`src/sv/dmm_pkg.sv`:
```
// dmm_pkg: shared sizes, codes, state type and control structs for the
// dense matrix multiply unit. No dependencies.
`timescale 1ns / 1ps
`default_nettype none
package dmm_pkg;

  // store geometry
  localparam int MAX_DIM = 16;
  localparam int DIM_W   = (MAX_DIM > 1) ? $clog2(MAX_DIM) : 1;
  localparam int DEPTH   = MAX_DIM * MAX_DIM;
  localparam int ADDR_W  = $clog2(DEPTH);

  // row/column count in use never exceeds this
  localparam int EFF_MAX = (MAX_DIM < 16) ? MAX_DIM : 16;
  localparam int SIZE_W  = 5;
  localparam int CMP_W   = (DIM_W > SIZE_W) ? DIM_W : SIZE_W;

  // fixed-point datapath
  localparam int DATA_W = 32;
  localparam int PROD_W = 2 * DATA_W;
  localparam int FRAC_W = 16;
  localparam int ACC_W  = PROD_W + $clog2(EFF_MAX) + 1;
  localparam int COL_W  = 4;

  localparam logic [SIZE_W-1:0] SIZE_RESET = SIZE_W'(16);

  // func codes
  localparam logic [1:0] FUNC_LOAD_A  = 2'd0;
  localparam logic [1:0] FUNC_LOAD_B  = 2'd1;
  localparam logic [1:0] FUNC_COMPUTE = 2'd2;

  typedef enum logic {
    ST_IDLE,
    ST_RUN
  } seq_state_t;

  // tags that travel with each multiply-accumulate step
  typedef struct packed {
    logic             v;
    logic             first;
    logic             lastk;
    logic             lastj;
    logic [COL_W-1:0] col;
  } mac_ctl_t;

  // finished C element waiting for the output register
  typedef struct packed {
    logic                     v;
    logic [COL_W-1:0]         col;
    logic                     last;
    logic signed [DATA_W-1:0] product;
    logic                     overflow;
  } mac_res_t;

  // active size clamped to 1..EFF_MAX
  function automatic logic [SIZE_W-1:0] eff_size(input logic [SIZE_W-1:0] s);
    logic [SIZE_W-1:0] r;
    r = s;
    if (s == '0) r = SIZE_W'(1);
    else if (int'(s) > EFF_MAX) r = SIZE_W'(EFF_MAX);
    return r;
  endfunction

endpackage
`default_nettype wire

```
`src/sv/dmm_seq.sv`:
```
// dmm_seq: transaction decode, store writes and the row/column/k sequencer
// that issues one MAC step per cycle when adv is high. Depends on dmm_pkg.
`timescale 1ns / 1ps
`default_nettype none
module dmm_seq (
  input  wire logic                       clk,
  input  wire logic                       rst_n,
  input  wire logic                       in_valid,
  output logic                            in_stall,
  input  wire logic [1:0]                 in_func,
  input  wire logic [3:0]                 in_row,
  input  wire logic [3:0]                 in_col,
  input  wire logic [dmm_pkg::SIZE_W-1:0] size_cfg,
  input  wire logic                       adv,
  output logic                            a_we,
  output logic                            b_we,
  output logic      [dmm_pkg::ADDR_W-1:0] waddr,
  output logic      [dmm_pkg::ADDR_W-1:0] a_raddr,
  output logic      [dmm_pkg::ADDR_W-1:0] b_raddr,
  output dmm_pkg::mac_ctl_t               issue
);
  import dmm_pkg::*;

  seq_state_t        state_r, state_nxt;
  logic [3:0]        row_r, row_nxt;
  logic [SIZE_W-1:0] last_r, last_nxt;
  logic [DIM_W-1:0]  j_r, j_nxt;
  logic [DIM_W-1:0]  k_r, k_nxt;
  logic [SIZE_W-1:0] eff;
  logic              accept;
  logic              load_ok;
  logic              start;
  logic              k_last;
  logic              j_last;

  assign eff     = eff_size(size_cfg);
  assign accept  = in_valid && !in_stall;
  assign load_ok = (int'(in_row) < MAX_DIM) && (int'(in_col) < MAX_DIM);
  assign start   = accept && (in_func == FUNC_COMPUTE) && ({1'b0, in_row} < eff);
  assign k_last  = CMP_W'(k_r) == CMP_W'(last_r);
  assign j_last  = CMP_W'(j_r) == CMP_W'(last_r);

  // next state
  always_comb begin
    state_nxt = state_r;
    case (state_r)
      ST_IDLE: if (start) state_nxt = ST_RUN;
      ST_RUN:  if (adv && k_last && j_last) state_nxt = ST_IDLE;
      default: state_nxt = ST_IDLE;
    endcase
  end

  // counters and latched row
  always_comb begin
    row_nxt  = row_r;
    last_nxt = last_r;
    j_nxt    = j_r;
    k_nxt    = k_r;
    if (start) begin
      row_nxt  = in_row;
      last_nxt = eff - SIZE_W'(1);
      j_nxt    = '0;
      k_nxt    = '0;
    end else if (state_r == ST_RUN && adv) begin
      if (k_last) begin
        k_nxt = '0;
        j_nxt = j_r + DIM_W'(1);
      end else begin
        k_nxt = k_r + DIM_W'(1);
      end
    end
  end

  // outputs
  always_comb begin
    in_stall    = (state_r != ST_IDLE);
    a_we        = accept && (in_func == FUNC_LOAD_A) && load_ok;
    b_we        = accept && (in_func == FUNC_LOAD_B) && load_ok;
    waddr       = ADDR_W'(ADDR_W'(in_row) * ADDR_W'(MAX_DIM) + ADDR_W'(in_col));
    a_raddr     = ADDR_W'(ADDR_W'(row_r) * ADDR_W'(MAX_DIM) + ADDR_W'(k_r));
    b_raddr     = ADDR_W'(ADDR_W'(k_r) * ADDR_W'(MAX_DIM) + ADDR_W'(j_r));
    issue.v     = (state_r == ST_RUN);
    issue.first = (k_r == '0);
    issue.lastk = k_last;
    issue.lastj = j_last;
    issue.col   = COL_W'(j_r);
  end

  always_ff @(posedge clk) begin
    if (!rst_n) begin
      state_r <= ST_IDLE;
    end else begin
      state_r <= state_nxt;
    end
  end

  always_ff @(posedge clk) begin
    row_r  <= row_nxt;
    last_r <= last_nxt;
    j_r    <= j_nxt;
    k_r    <= k_nxt;
  end

endmodule
`default_nettype wire

```
`config.mk`:
```
export PLATFORM = sky130hd
export DESIGN_NAME = dmm_seq
export DESIGN_NICKNAME = d
export VERILOG_FILES = /design/src/sv/dmm_pkg.sv /design/src/sv/dmm_seq.sv
export SDC_FILE = /design/constraint.sdc
export NUM_CORES = 1
export LEC_CHECK = 0
export ABC_AREA = 0
export BUFFER_PORTS_ARGS = -buffer_cell sky130_fd_sc_hd__buf_2
export CAP_MARGIN = 20
export CORE_MARGIN = 5
export CORE_UTILIZATION = 43
export CTS_CLUSTER_SIZE = 24
export DETAILED_ROUTE_END_ITERATION = 10
export PLACE_DENSITY_LB_ADDON = 0.1
export SLEW_MARGIN = 20
export SYNTH_ARGS = -nofsm -noshare
export SYNTH_HDL_FRONTEND = slang
export SYNTH_SLANG_ARGS = --single-unit
```
`constraint.sdc`:
```
create_clock -name clk -period 5.9 [get_ports clk]
set_input_delay 0.885 -clock clk [delete_from_list [all_inputs] [get_ports clk]]
set_output_delay 0.885 -clock clk [all_outputs]
set_load 0.01 [all_outputs]
```
# == After elaboration in Yosys (flattened, before gate mapping) ==
# Index checks and enable logic that the tools add are counted.
# word_totals
latchBits,0
elab_cells,37
memories,0
out_inout_bits,35
ramBits,0
rom_bits,0
input_bits,19
register_bits,18
# op_classes
n_mux,6
reduce_logical,13
n_addsub,6
n_eq_ne,4
n_shift,0
div_mod_pow,0
order_cmp,2
n_mul,0
bitwise,1
# ops
cell,count
8-bit by 4-bit adder with 8-bit output,3
4-bit by 5-bit == test with 1-bit output,2
5-bit 2-to-1 mux,2
4-bit by 1-bit adder with 4-bit output (second input constant),2
1-bit logical AND,8
5-bit greater-than comparator (second input constant),1
5-bit zero test,1
4-bit by 5-bit < comparator with 1-bit output,1
5-bit by 1-bit subtractor with 5-bit output (second input constant),1
4-bit zero test,1
4-bit 2-to-1 mux,1
2-bit by 1-bit == test with 1-bit output (second input constant),1
2-bit == test (second input constant),1
2-bit zero test,1
1-bit 2-to-1 mux,2
1-bit case mux with 2 select lines,1
2-bit AND reduction,1
1-bit zero test,1
1-bit inverter,1

# == Depth between registers and ports, before layout ==
# logic_depth
word_depth,7
depth_mapped,8
depth_no_buf,7

# == Least setup slack after synthesis ==
# OpenSTA, ideal clock, no wires.
# synth_timing
path_kind,input to register
startpoint,input size_cfg[4] (netlist bit)
endpoint,register last_r[0] (enable)
path_buffers,1
setup_time_ps,248
slack_ps,3411
required_ps,5652
t_arrival_ps,2241
path_stages,7
cell_sequence,inv_1 nand2_1 ha_1 nand2_1 or4_4 and2_4 buf_6
# synth_via
elab_chain_cells,5
word_cells_on_any_way,6
cone_classes,order compare: 2; mux: 2; reduce/logical: 2
# synth_lines
item,line,source
start: declaration,dmm_seq.sv:13,"input wire logic [dmm_pkg::SIZE_W-1:0] size_cfg,"
5-bit greater-than comparator,dmm_pkg.sv:60,else if (int'(s) > EFF_MAX) r = SIZE_W'(EFF_MAX);
5-bit 2-to-1 mux,dmm_pkg.sv:60,
5-bit 2-to-1 mux *,dmm_pkg.sv:59,if (s == '0) r = SIZE_W'(1);
4-bit by 5-bit < comparator with 1-bit output *,dmm_seq.sv:39,"assign start = accept && (in_func == FUNC_COMPUTE) && ({1'b0, in_row} < eff);"
1-bit logical AND *,dmm_seq.sv:39,
named net start,dmm_seq.sv:32,logic start;
end signal: assignment,dmm_seq.sv:99,last_r <= last_nxt;
end: declaration,dmm_seq.sv:26,"logic [SIZE_W-1:0] last_r, last_nxt;"
# The timed path passes the listed nets; every way through them passes the cells marked *.
# A chain may end at the register's enable or synchronous reset.

==> metrics.md <==
| Metric | Value |
|---|---|
| Status | `finished, final reports clean` |
| Fin util | `48.9%` |
| Yosys cell types | `34` |
| Mapped Area | `0.00119 sq mm` |
| Pleak | `0.582 nW` |
| Vias per cell | `5.11` |
| #FFs+latches synth | `18` |
| Layout cells sized above 1 | `36.8%` |
| CTS Buf Count | `3` |
| Number of gates resized after cts | `0` |
| Initial core utilization | `43.8%` |
| Worst Setup Start Kind | `flop` |
| Layout area overhead | `11.7%` |
| MaxCap Viol Count | `0` |
| Arrival @ worst endpoint | `1.74 ns` |
| Clock Sinks | `18` |
| Worst Hold Class | `reg2reg` |
| Final worst path period share | `44.5%` |
| Power density over the cells | `213 mW/mm^2` |
| Die width | `62.6 microns` |
| Antenna Cells | `0` |
| Syn Inst Count | `124` |
| CP Capture Type | `primary output` |
| Core region area | `0.00271 sq mm` |
| Vias in the first global route | `907` |
| Syn Area/Cell | `9.58 sq um` |
| First-pass DRT Iterations | `4` |
| Vias | `936` |
| Slew Limit Fails | `0` |
| WL/cell | `13.1 microns` |
| GR Overflow Total | `0` |
| Hold Buf Count CTS | `0` |
| Remaining DRCs | `0` |
| Reg clk slew, reported paths | `0.10 ns` |
| Sequential-to-total area share from yosys stat | `37.9%` |
| Synth top area share | `22.8%` |
| Tmin final | `2.63 ns` |
| GP Congestion | `0.785` |
| Pin count of the biggest net entering global routing | `18` |
| CP max FO | `13` |
| Root buf cell | `clkbuf_4` |
| Setup Skew | `0.00393 ns` |
| IO Count | `54` |
| Clock tree buffer depth | `2` |
| H-tree depth | `1` |
| Setup tns final | `0 ns` |
| Mapped Nets | `150` |
| Yosys top cell by area | `edfxtp_1` |
| Main area contributors after synthesis | `edfxtp_1 23%, dfxtp_1 15%, buf_4 13%` |
| Peak VDD IR | `0.114 mV` |
| Worst slew pin tran | `0.475 ns` |
| Clk_lat worst skew | `0.29 ns` |
| Final Setup Violations | `0` |
| Layout Nets | `179` |
| First-pass GRT wire length | `3950 microns` |
| Final hold vios | `0` |
| Die height | `62.6 microns` |
| Routed WL | `2400 microns` |
| RSZ-0062 raised after global routing | `no` |
| ANT nets after route | `0` |
| Fmax | `0.381 GHz` |
| CP required | `5.02 ns` |
| Slew margin rel. | `68.3%` |
| Initial drt markers | `77` |
| Setup Fix Bufs, Post-CTS | `0` |
| TritonCTS clock tree | `built` |
| Initial antenna violation count | `0` |
| Post-DP HPWL | `1840 microns` |
| Warnings from Yosys | `0` |
| CP Class | `reg2out` |
| Full die area | `0.00391 sq mm` |
| PortBufs | `45` |
| Placement row count | `19` |
| GR Util All Layers | `12.3%` |
==> critical path, stage by stage (launching register included) <==
cell and delay (ns):
dfxtp_1 0.50, xnor2_1 0.16, nand3_1 0.36, nor2_1 0.28
buf_2 0.16
==> stage by stage <==
| stage | total power [mW] | hold WS (ns) | instances | setup WS, ns | instance area, sq um |
|---|---|---|---|---|---|
| finish | 0.283 | 0.539 | 183 | 3.27 | 1330 |
| CTS | 0.288 | 0.536 | 183 | 3.28 | 1330 |
| detailed placement | 0.211 | 0.519 | 179 | 3.25 | 1290 |
| global placement | 0.210 | 0.511 | 179 | 3.29 | 1290 |
| floorplan | 0.196 | 0.539 | 124 | 3.41 | 1190 |
| global route | 0.303 | 0.602 | 183 | 3.07 | 1330 |
==> sequential cells by signal, indices dropped and copies added (netlist names) <==
signal    count
in_stall      1
j_r           4
row_r         4
last_r        5
k_r           4
==> power by group <==
group	total, mW	internal (mW)	switching (mW)
clock	0.0759	0.0376	0.0383
sequential	0.148	0.138	0.00992
combinational	0.0591	0.0267	0.0324
==> cell usage after synthesis, drive strengths merged <==
master  instances
or2             1
a21oi           9
o21ai           5
nor4b           1
nand2           9
dfxtp           9
nor3            2
a211oi          2
o211ai          2
or4             3
xor2            3
or3             4
o221a           1
o31ai           2
inv             8
nor2            2
edfxtp          9
and2            2
xnor2           7
nor2b           2
ha              7
nand2b          1
nor3b           2
nand3           4
buf            21
nand4           1
a311oi          1
nor4            1
o22ai           1
and4bb          2
==> layer usage <==
| metal | global-route usage (%) | wire, microns |
|---|---|---|
| met4 | 6.37 | 27 |
| met2 | 22.5 | 1170 |
| met5 | 0 | 0 |
| met3 | 1.80 | 156 |
| met1 | 13.5 | 1040 |
==> cells in the final DEF (no fill, tap or decap), types with 3 or more instances in the layout <==
cell and count:
a21oi_1 9, buf_2 45, clkbuf_4 3, dfxtp_1 9
edfxtp_1 9, ha_1 7, inv_1 8, nand2_1 9
nand3_1 4, o21ai_0 5, or3_1 4, xnor2_1 7
xor2_1 3
==> final timing paths <==
| kind | from | to | slack (ns) | depth (start not counted) |
|---|---|---|---|---|
| max | k_r[2] | issue[5] | 3.27 | 4 |
| min | j_r[3] | j_r[3] | 0.54 | 2 |
| max reg2reg | k_r[2] | j_r[2] | 4.09 | 4 |
| min reg2reg | j_r[3] | j_r[3] | 0.54 | 2 |
==> area by class of cell <==
| cell class | count | area [sq um] |
|---|---|---|
| Sequential cell | 18 | 450 |
| Multi-Input combinational cell | 77 | 546 |
| Fill cell | 272 | 1380 |
| Clock buffer | 4 | 36.3 |
| Timing Repair Buffer | 45 | 225 |
| Tap cell | 31 | 38.8 |
| Inverter | 8 | 30.0 |
==> kinds of logic after synthesis <==
kind of cell               count (synthesis)  share of synthesized area (%)
buffers and inverters                     29                           16.1
and+or+nand+nor                           37                           18.9
AOI/OAI and AO/OA                         23                           12.3
xor gates and xnor gates                  10                           7.38
adders and majority gates                  7                           7.38
DFF                                       18                           37.9
Power figures use the tool's default switching activity.
