`config.mk`:
```
export PLATFORM = sky130hd
export DESIGN_NAME = dmm_mac
export DESIGN_NICKNAME = d
export VERILOG_FILES = /design/src/sv/dmm_pkg.sv /design/src/sv/dmm_mac.sv
export SDC_FILE = /design/constraint.sdc
export NUM_CORES = 2
export LEC_CHECK = 0
export BUFFER_PORTS_ARGS = -buffer_cell sky130_fd_sc_hd__buf_4
export CORE_UTILIZATION = 47
export CTS_CLUSTER_SIZE = 40
export DETAILED_ROUTE_END_ITERATION = 10
export PLACE_DENSITY = 0.65
export SYNTH_ARGS = -nofsm -noshare
export SYNTH_HDL_FRONTEND = slang
export SYNTH_SLANG_ARGS = --single-unit
```
`constraint.sdc`:
```
create_clock -name clk -period 8.85 [get_ports clk]
set_clock_uncertainty 0.1 [all_clocks]
set_input_delay 0.4425 -clock clk [delete_from_list [all_inputs] [get_ports clk]]
set_output_delay 0.4425 -clock clk [all_outputs]
set_load 0.01 [all_outputs]
```
`src/sv/dmm_pkg.sv`:
```
// dmm_pkg: shared sizes, codes, state type and control structs for the
// dense matrix multiply unit. No dependencies.
`timescale 1ns / 1ps
`default_nettype none
package dmm_pkg;

  // store geometry
  localparam int MAX_DIM = 16;
  localparam int DIM_W   = (MAX_DIM > 1) ? $clog2(MAX_DIM) : 1;
  localparam int DEPTH   = MAX_DIM * MAX_DIM;
  localparam int ADDR_W  = $clog2(DEPTH);

  // row/column count in use never exceeds this
  localparam int EFF_MAX = (MAX_DIM < 16) ? MAX_DIM : 16;
  localparam int SIZE_W  = 5;
  localparam int CMP_W   = (DIM_W > SIZE_W) ? DIM_W : SIZE_W;

  // fixed-point datapath
  localparam int DATA_W = 32;
  localparam int PROD_W = 2 * DATA_W;
  localparam int FRAC_W = 16;
  localparam int ACC_W  = PROD_W + $clog2(EFF_MAX) + 1;
  localparam int COL_W  = 4;

  localparam logic [SIZE_W-1:0] SIZE_RESET = SIZE_W'(16);

  // func codes
  localparam logic [1:0] FUNC_LOAD_A  = 2'd0;
  localparam logic [1:0] FUNC_LOAD_B  = 2'd1;
  localparam logic [1:0] FUNC_COMPUTE = 2'd2;

  typedef enum logic {
    ST_IDLE,
    ST_RUN
  } seq_state_t;

  // tags that travel with each multiply-accumulate step
  typedef struct packed {
    logic             v;
    logic             first;
    logic             lastk;
    logic             lastj;
    logic [COL_W-1:0] col;
  } mac_ctl_t;

  // finished C element waiting for the output register
  typedef struct packed {
    logic                     v;
    logic [COL_W-1:0]         col;
    logic                     last;
    logic signed [DATA_W-1:0] product;
    logic                     overflow;
  } mac_res_t;

  // active size clamped to 1..EFF_MAX
  function automatic logic [SIZE_W-1:0] eff_size(input logic [SIZE_W-1:0] s);
    logic [SIZE_W-1:0] r;
    r = s;
    if (s == '0) r = SIZE_W'(1);
    else if (int'(s) > EFF_MAX) r = SIZE_W'(EFF_MAX);
    return r;
  endfunction

endpackage
`default_nettype wire

```
`src/sv/dmm_mac.sv`:
```
// dmm_mac: shared 32x32 multiplier, wide accumulator and Q16.16 rounding
// with saturation. Depends on dmm_pkg.
`timescale 1ns / 1ps
`default_nettype none
module dmm_mac (
  input  wire logic                              clk,
  input  wire logic                              rst_n,
  input  wire logic                              adv,
  input  wire dmm_pkg::mac_ctl_t                 ctl_in,
  input  wire logic signed [dmm_pkg::DATA_W-1:0] a_in,
  input  wire logic signed [dmm_pkg::DATA_W-1:0] b_in,
  output dmm_pkg::mac_res_t                      res
);
  import dmm_pkg::*;

  mac_ctl_t                  ctl2_r;
  logic signed [PROD_W-1:0]  prod_r;
  logic signed [PROD_W-1:0]  prod_nxt;
  logic signed [ACC_W-1:0]   acc_r, acc_nxt;
  logic signed [ACC_W-1:0]   prod_ext;
  logic signed [ACC_W-1:0]   shifted;
  logic                      fin_v_r;
  logic [COL_W-1:0]          fin_col_r;
  logic                      fin_last_r;
  logic                      in_range;

  // multiply stage
  assign prod_nxt = a_in * b_in;

  always_ff @(posedge clk) begin
    if (adv) begin
      prod_r <= prod_nxt;
    end
  end

  always_ff @(posedge clk) begin
    if (!rst_n) begin
      ctl2_r <= '0;
    end else if (adv) begin
      ctl2_r <= ctl_in;
    end
  end

  // accumulate stage, restarted on the first k of each column
  assign prod_ext = {{(ACC_W-PROD_W){prod_r[PROD_W-1]}}, prod_r};

  always_comb begin
    acc_nxt = acc_r;
    if (ctl2_r.v) begin
      acc_nxt = ctl2_r.first ? prod_ext : acc_r + prod_ext;
    end
  end

  always_ff @(posedge clk) begin
    if (adv) begin
      acc_r      <= acc_nxt;
      fin_col_r  <= ctl2_r.col;
      fin_last_r <= ctl2_r.lastj;
    end
  end

  always_ff @(posedge clk) begin
    if (!rst_n) begin
      fin_v_r <= 1'b0;
    end else if (adv) begin
      fin_v_r <= ctl2_r.v && ctl2_r.lastk;
    end
  end

  // floor shift, then saturate to 32 bits
  assign shifted  = acc_r >>> FRAC_W;
  assign in_range = (&shifted[ACC_W-1:DATA_W-1]) || !(|shifted[ACC_W-1:DATA_W-1]);

  always_comb begin
    res.v    = fin_v_r;
    res.col  = fin_col_r;
    res.last = fin_last_r;
    if (in_range) begin
      res.product  = shifted[DATA_W-1:0];
      res.overflow = 1'b0;
    end else begin
      res.product  = acc_r[ACC_W-1] ? {1'b1, {(DATA_W-1){1'b0}}} : {1'b0, {(DATA_W-1){1'b1}}};
      res.overflow = 1'b1;
    end
  end

endmodule
`default_nettype wire

```
# --- Yosys cells after proc, flatten, opt, wreduce, memory -nomap -nowiden ---
# Index checks and enable logic that the tools add are counted.
classes:
  addsub: 1
  n_mul: 1
  mux: 3
  n_reduce_logical: 6
ops:
  columns: ["cell", "count"]
  rows:
  - ["$add 69x64->69", 1]
  - ["$mux 69", 1]
  - ["$mul 32x32->64", 1]
  - ["$mux 33", 1]
  - ["$mux 32", 1]
  - ["$reduce_and 22->1", 1]
  - ["$reduce_or 22->1", 1]
  - ["$reduce_and 2->1", 1]
  - ["$logic_and 1x1->1", 1]
  - ["$logic_not 1->1", 1]
  - ["$logic_or 1x1->1", 1]
word_totals:
  reg_bits: 147
  input_bits: 75
  out_inout_bits: 39
  elab_cells: 21

# --- Logic depth before layout (Yosys ltp) ---
logic_depth:
  depth_word: 4
  depth_mapped: 28
  depth_no_buf: 27

# --- Least setup slack after synthesis ---
# OpenSTA, ideal clock, no wires.
synth_path:
  kind: "input -> register"
  from: "in a_in[31] (netlist bit)"
  to: "reg prod_r[61], data pin"
  setup_time_ns: 0.259
  arrival_time_ns: 8.088
  required_time_ns: 8.491
  path_slack_ns: 0.403
  path_stages: 27
  n_path_buf: 2
  cell_sequence: "clkbuf_1 nand2_1 inv_1 fa_1 inv_1 fa_1 inv_1 fa_1 fa_1 inv_1 fa_1 inv_1 fa_1 inv_1 fa_1 fa_1 inv_1 ha_1 clkbuf_1 nand2_1 or4_1 inv_1 o211ai_1 a31o_2 or3_1 a311o_1 xnor2_1"
synth_via:
  elab_chain_cells: 1
synth_lines:
  columns: ["element", "line_no", "rtl"]
  rows:
  - ["start: declaration", "dmm_mac.sv:10", "input wire logic signed [dmm_pkg::DATA_W-1:0] a_in,"]
  - ["$mul 32x32->64", "dmm_mac.sv:28", "assign prod_nxt = a_in * b_in;"]
  - ["named net prod_nxt[61]", "dmm_mac.sv:18", "logic signed [PROD_W-1:0] prod_nxt;"]
  - ["end signal: assignment", "dmm_mac.sv:32", "prod_r <= prod_nxt;"]
  - ["end: declaration", "dmm_mac.sv:17", "logic signed [PROD_W-1:0] prod_r;"]
# The timed path passes the listed nets, and every way through them passes these cells.
# A chain may end at the register's enable or synchronous reset.

# --- Worst setup path after layout ---
layout_path:
  from: "in b_in[2] (netlist bit)"
  to: "reg prod_r[63], data pin"
layout_via:
  elab_chain_cells: 1
layout_lines:
  columns: ["element", "line_no", "rtl"]
  rows:
  - ["start: declaration", "dmm_mac.sv:11", "input wire logic signed [dmm_pkg::DATA_W-1:0] b_in,"]
  - ["$mul 32x32->64", "dmm_mac.sv:28", null]
  - ["named net prod_nxt[63]", "dmm_mac.sv:18", null]
# The timed path passes the listed nets, and every way through them passes these cells.

==> flow_results.xml <==
<?xml version="1.0" encoding="UTF-8"?>
<metrics>
  <group name="place">
    <metric name="pre_cts_ws" unit="ns">0.334</metric>
    <metric name="detailedPlacementHpwl" unit="um">98600</metric>
    <metric name="placedCellCount" unit="">6036</metric>
    <metric name="place_area" unit="mm^2">0.0477</metric>
    <metric name="place.port_buffers" unit="">113</metric>
    <metric name="gpl_wtd_cong" unit="">0.904</metric>
  </group>
  <group name="synth">
    <metric name="synth-adder-area-share" unit="%">54.1</metric>
    <metric name="ys_ff_latch" unit="">147</metric>
    <metric name="syn_avg_cell_area" unit="um^2">9.44</metric>
    <metric name="synth_sequential_area_ratio" unit="%">9.42</metric>
    <metric name="synth.cell_area" unit="mm^2">0.0459</metric>
    <metric name="yosys.cell_types.count" unit="">74</metric>
    <metric name="postSynth.asyncResetShare" unit="%">0</metric>
    <metric name="synthSimpleGateAreaFrac" unit="%">15.3</metric>
    <metric name="ys.warnings.count" unit="">0</metric>
    <metric name="synthMuxAreaShare" unit="%">0.294</metric>
    <metric name="syn-num-nets" unit="">6274</metric>
    <metric name="synth_xor_area_share" unit="%">2.58</metric>
    <metric name="synth_enable_flop_cells" unit="">138</metric>
    <metric name="ys.flop_type" unit="">edfxtp_1</metric>
    <metric name="synth_compound_gate_area_share" unit="%">8.00</metric>
    <metric name="combinational_family_with_the_most_area_after_synthesis" unit="">adder cells</metric>
    <metric name="post_synth_inst_count" unit="">4864</metric>
  </group>
  <group name="route">
    <metric name="detailroute.via_count" unit="">32956</metric>
    <metric name="drc" unit="">0</metric>
    <metric name="first_iter_violations" unit="">2335</metric>
    <metric name="drt-pass1-iter-count" unit="">7</metric>
    <metric name="routed_wire_length" unit="um">121000</metric>
    <metric name="detail_route.wl_per_cell" unit="um">20.0</metric>
    <metric name="vias_per_cell" unit="">5.43</metric>
    <metric name="ant_nets" unit="">0</metric>
  </group>
  <group name="timing">
    <metric name="final.period_utilization" unit="%">91.8</metric>
    <metric name="final-hold-violation-count" unit="">0</metric>
    <metric name="setup-tns-final" unit="ns">0</metric>
    <metric name="finalSetupViolCount" unit="">0</metric>
    <metric name="timing.final.ws_setup" unit="ns">0.727</metric>
    <metric name="timing_max_transition_violations_final" unit="">0</metric>
    <metric name="tightestPinTransition" unit="ns">1.14</metric>
    <metric name="timing.max_slew.rel_slack" unit="%">23.8</metric>
    <metric name="max_clock_freq" unit="MHz">123</metric>
    <metric name="grt_setup_unrepaired" unit="">no</metric>
    <metric name="finalWorstPathRequiredPeriod" unit="ns">8.12</metric>
  </group>
  <group name="worst_hold_path">
    <metric name="end_point_of_the_worst_hold_path" unit="">ctl2_r[6]$_SDFFE_PN0P_</metric>
    <metric name="class_of_the_tightest_hold_or_removal_check" unit="">in -&gt; reg</metric>
    <metric name="min_delay_path_depth" unit="">3</metric>
    <metric name="hold_start" unit="">ctl_in[6]</metric>
  </group>
  <group name="setup_path">
    <metric name="worst_setup_path_start_kind" unit="">input pin</metric>
    <metric name="worst_path_dominant_cell_family" unit="">adder cells</metric>
    <metric name="worst_path_most_repeated_cell" unit="">fa_1</metric>
    <metric name="count_of_buffering_cells_on_the_critical_path_with_inverters_included" unit="">5</metric>
    <metric name="endpoint_required_time_on_the_critical_path" unit="ns">8.99</metric>
    <metric name="worst_r2r_path_depth" unit="">13</metric>
    <metric name="crit_arrival" unit="ns">8.27</metric>
    <metric name="crit_type" unit="">in -&gt; reg</metric>
    <metric name="rr_endpoint" unit="">acc_r[68]$_DFFE_PP_</metric>
    <metric name="crit_path_top_delay_cell" unit="">fa_1</metric>
    <metric name="worstReg2RegStart" unit="">prod_r[0]$_DFFE_PP_</metric>
    <metric name="reg2reg_setup_slack" unit="ns">4.67</metric>
    <metric name="cp_slowest_stage_delay" unit="ns">0.54</metric>
    <metric name="critPathCaptureType" unit="">register</metric>
    <metric name="critical_path_maximum_fanout" unit="">32</metric>
  </group>
  <group name="floorplan">
    <metric name="die_h" unit="um">315</metric>
    <metric name="effective_utilization_at_floorplan" unit="%">47.5</metric>
    <metric name="io_pins" unit="">114</metric>
    <metric name="core.rowCount" unit="">114</metric>
    <metric name="coreArea" unit="mm^2">0.0967</metric>
    <metric name="floorplan.die.width" unit="um">315</metric>
    <metric name="dieArea" unit="mm^2">0.0989</metric>
  </group>
  <group name="final_layout">
    <metric name="area_growth" unit="%">5.11</metric>
    <metric name="postLayoutCellArea" unit="mm^2">0.0483</metric>
    <metric name="final_net_count" unit="">6189</metric>
    <metric name="final.fill_count" unit="">9107</metric>
    <metric name="instances_no_fill" unit="">6072</metric>
    <metric name="final_layout_size_suffix_gt1_share" unit="%">4.47</metric>
  </group>
  <group name="clock_tree">
    <metric name="cts_inserted_buffers" unit="">17</metric>
    <metric name="cts_buffer_depth" unit="">2</metric>
    <metric name="cts_root_buffer" unit="">clkbuf_16</metric>
    <metric name="cts.sinks" unit="">147</metric>
    <metric name="worst_setup_hold_path_clk_slew" unit="ns">0.07</metric>
    <metric name="cts_setup_buffers" unit="">0</metric>
    <metric name="post_cts_hold_buffer_count" unit="">0</metric>
    <metric name="cts_tree" unit="">yes</metric>
    <metric name="postCtsResizedCells" unit="">0</metric>
    <metric name="clk_latency" unit="ns">0.45</metric>
    <metric name="h-tree-depth" unit="">4</metric>
  </group>
  <group name="grt">
    <metric name="grt_start_max_net_pins" unit="">101</metric>
    <metric name="gr-usage-all-layers" unit="%">25.3</metric>
    <metric name="overflow" unit="">0</metric>
    <metric name="grt_antenna_before_repair" unit="">3</metric>
    <metric name="number_of_global_route_vias_before_repair" unit="">34816</metric>
    <metric name="grt_pass1_wl" unit="um">195000</metric>
  </group>
  <group name="flow_run">
    <metric name="max_cap_viol_count" unit="">0</metric>
  </group>
  <group name="run_status">
    <metric name="outcome" unit="">finished, final reports clean</metric>
  </group>
</metrics>
per-stage QoR:
step | utilization (%) | hold slack, ns
floorplan | - | 0.308
global route | 49.9 | 0.155
CTS | 49.9 | 0.145
finish | 49.9 | 0.162
global placement | 49.3 | 0.309
detailed placement | 49.3 | 0.316
cell usage after synthesis (4+ instances only):
cell type	count	area share, %
fa_1	1083	47
a21oi_1	138	1.5
nor4_1	8	0.11
clkbuf_1	250	2.0
a311o_1	5	0.11
a31o_2	7	0.13
a21boi_0	6	0.098
a21o_1	101	1.7
o21a_1	20	0.33
nand3_1	27	0.29
or3_1	7	0.095
nor2b_1	16	0.22
ha_1	252	6.9
xor2_1	47	0.90
inv_1	1004	8.2
nor3_1	15	0.16
a211o_1	6	0.11
o21ai_1	8	0.087
dfxtp_1	9	0.39
or4_1	6	0.098
nand4_1	33	0.45
o21bai_1	25	0.41
and4_1	5	0.095
and3_1	11	0.15
nor2_1	103	0.84
o31a_1	6	0.11
o21ai_0	140	1.5
o211ai_1	14	0.23
nand2_1	610	5.0
edfxtp_1	138	9.0
nand2b_1	29	0.40
o31ai_1	14	0.23
xnor2_1	88	1.7
a2111oi_0	6	0.11
a41oi_1	4	0.076
and2_1	524	7.1
a31oi_1	12	0.16
mux2i_1	9	0.20
a211oi_1	19	0.31
or2_2	5	0.068
worst reg2reg max path, stage by stage (launching register included):
cell and delay, ns:
edfxtp_1 0.41, ha_1 0.26, inv_1 0.08, fa_1 0.20, nor2b_1 0.07, o31a_1 0.28, o211ai_1 0.39, nand3_1 0.33
a2111oi_0 0.77, a21oi_1 0.27, a311o_1 0.46, nand3_1 0.09, nand2_1 0.07, xor2_1 0.14
layer usage:
layer / vias to the layer above / track usage, % / wire length, um
met4: 4 / 4.32 / 1710
met3: 117 / 5.65 / 11300
met2: 1298 / 37.3 / 51100
met1: 16974 / 38.6 / 57200
li1: 14563 / - / -
met5: - / 0 / 24
flip-flops by register name (all words and copies together), names as in the netlist:
| register | count |
|---|---|
| fin_v_r | 1 |
| fin_last_r | 1 |
| acc_r | 69 |
| prod_r | 64 |
| fin_col_r | 4 |
| ctl2_r | 8 |
worst max-delay path by stage:
stage	from	to	slack [ns]	cells after the start
3_3_place_gp	b_in[2]	prod_r[63]$_DFFE_PP_	0.46	25
4_1_cts	b_in[2]	prod_r[63]$_DFFE_PP_	0.79	25
3_5_place_dp	b_in[2]	prod_r[63]$_DFFE_PP_	0.33	25
2_1_floorplan	a_in[31]	prod_r[61]$_DFFE_PP_	0.40	27
5_1_grt	b_in[2]	prod_r[63]$_DFFE_PP_	0.34	25
6_report	b_in[2]	prod_r[63]$_DFFE_PP_	0.73	25
logic make-up (layout without fill, tap and decap cells):
kind of cell | count (synthesis) | count (layout)
AO/OA/AOI/OAI | 567 | 567
XOR/XNOR | 135 | 135
other | 0 | 4
flip-flops | 147 | 147
multiplexers | 13 | 13
AND/OR/NAND/NOR | 1409 | 1409
buffers and inverters | 1258 | 1186
adder cells (fa/ha/maj) | 1335 | 1335
final cells by class:
class                           count  area, um^2  area share [%]
Multi-Input combinational cell   3459       36900            76.4
Sequential cell                   147        4330            8.97
Inverter                         1004        3770            7.81
Tap cell                         1276        1600            3.31
Timing Repair Buffer              150        1130            2.33
Clock buffer                       17         425           0.882
Clock inverter                     15         144           0.298
Antenna cell                        4        10.0          0.0207
cell usage in the layout (no fill, tap or decap), types with 25 or more instances in the layout:
cell	instances
a21o_1	101
a21oi_1	138
and2_1	523
buf_4	150
edfxtp_1	138
fa_1	1083
ha_1	252
inv_1	1004
nand2_1	610
nand2b_1	29
nand3_1	27
nand4_1	33
nor2_1	102
o21ai_0	140
o21bai_1	25
xnor2_1	88
xor2_1	47
Power is not shown: default switching activity piles up to over one toggle a cycle in this logic, so the estimate is an artifact.
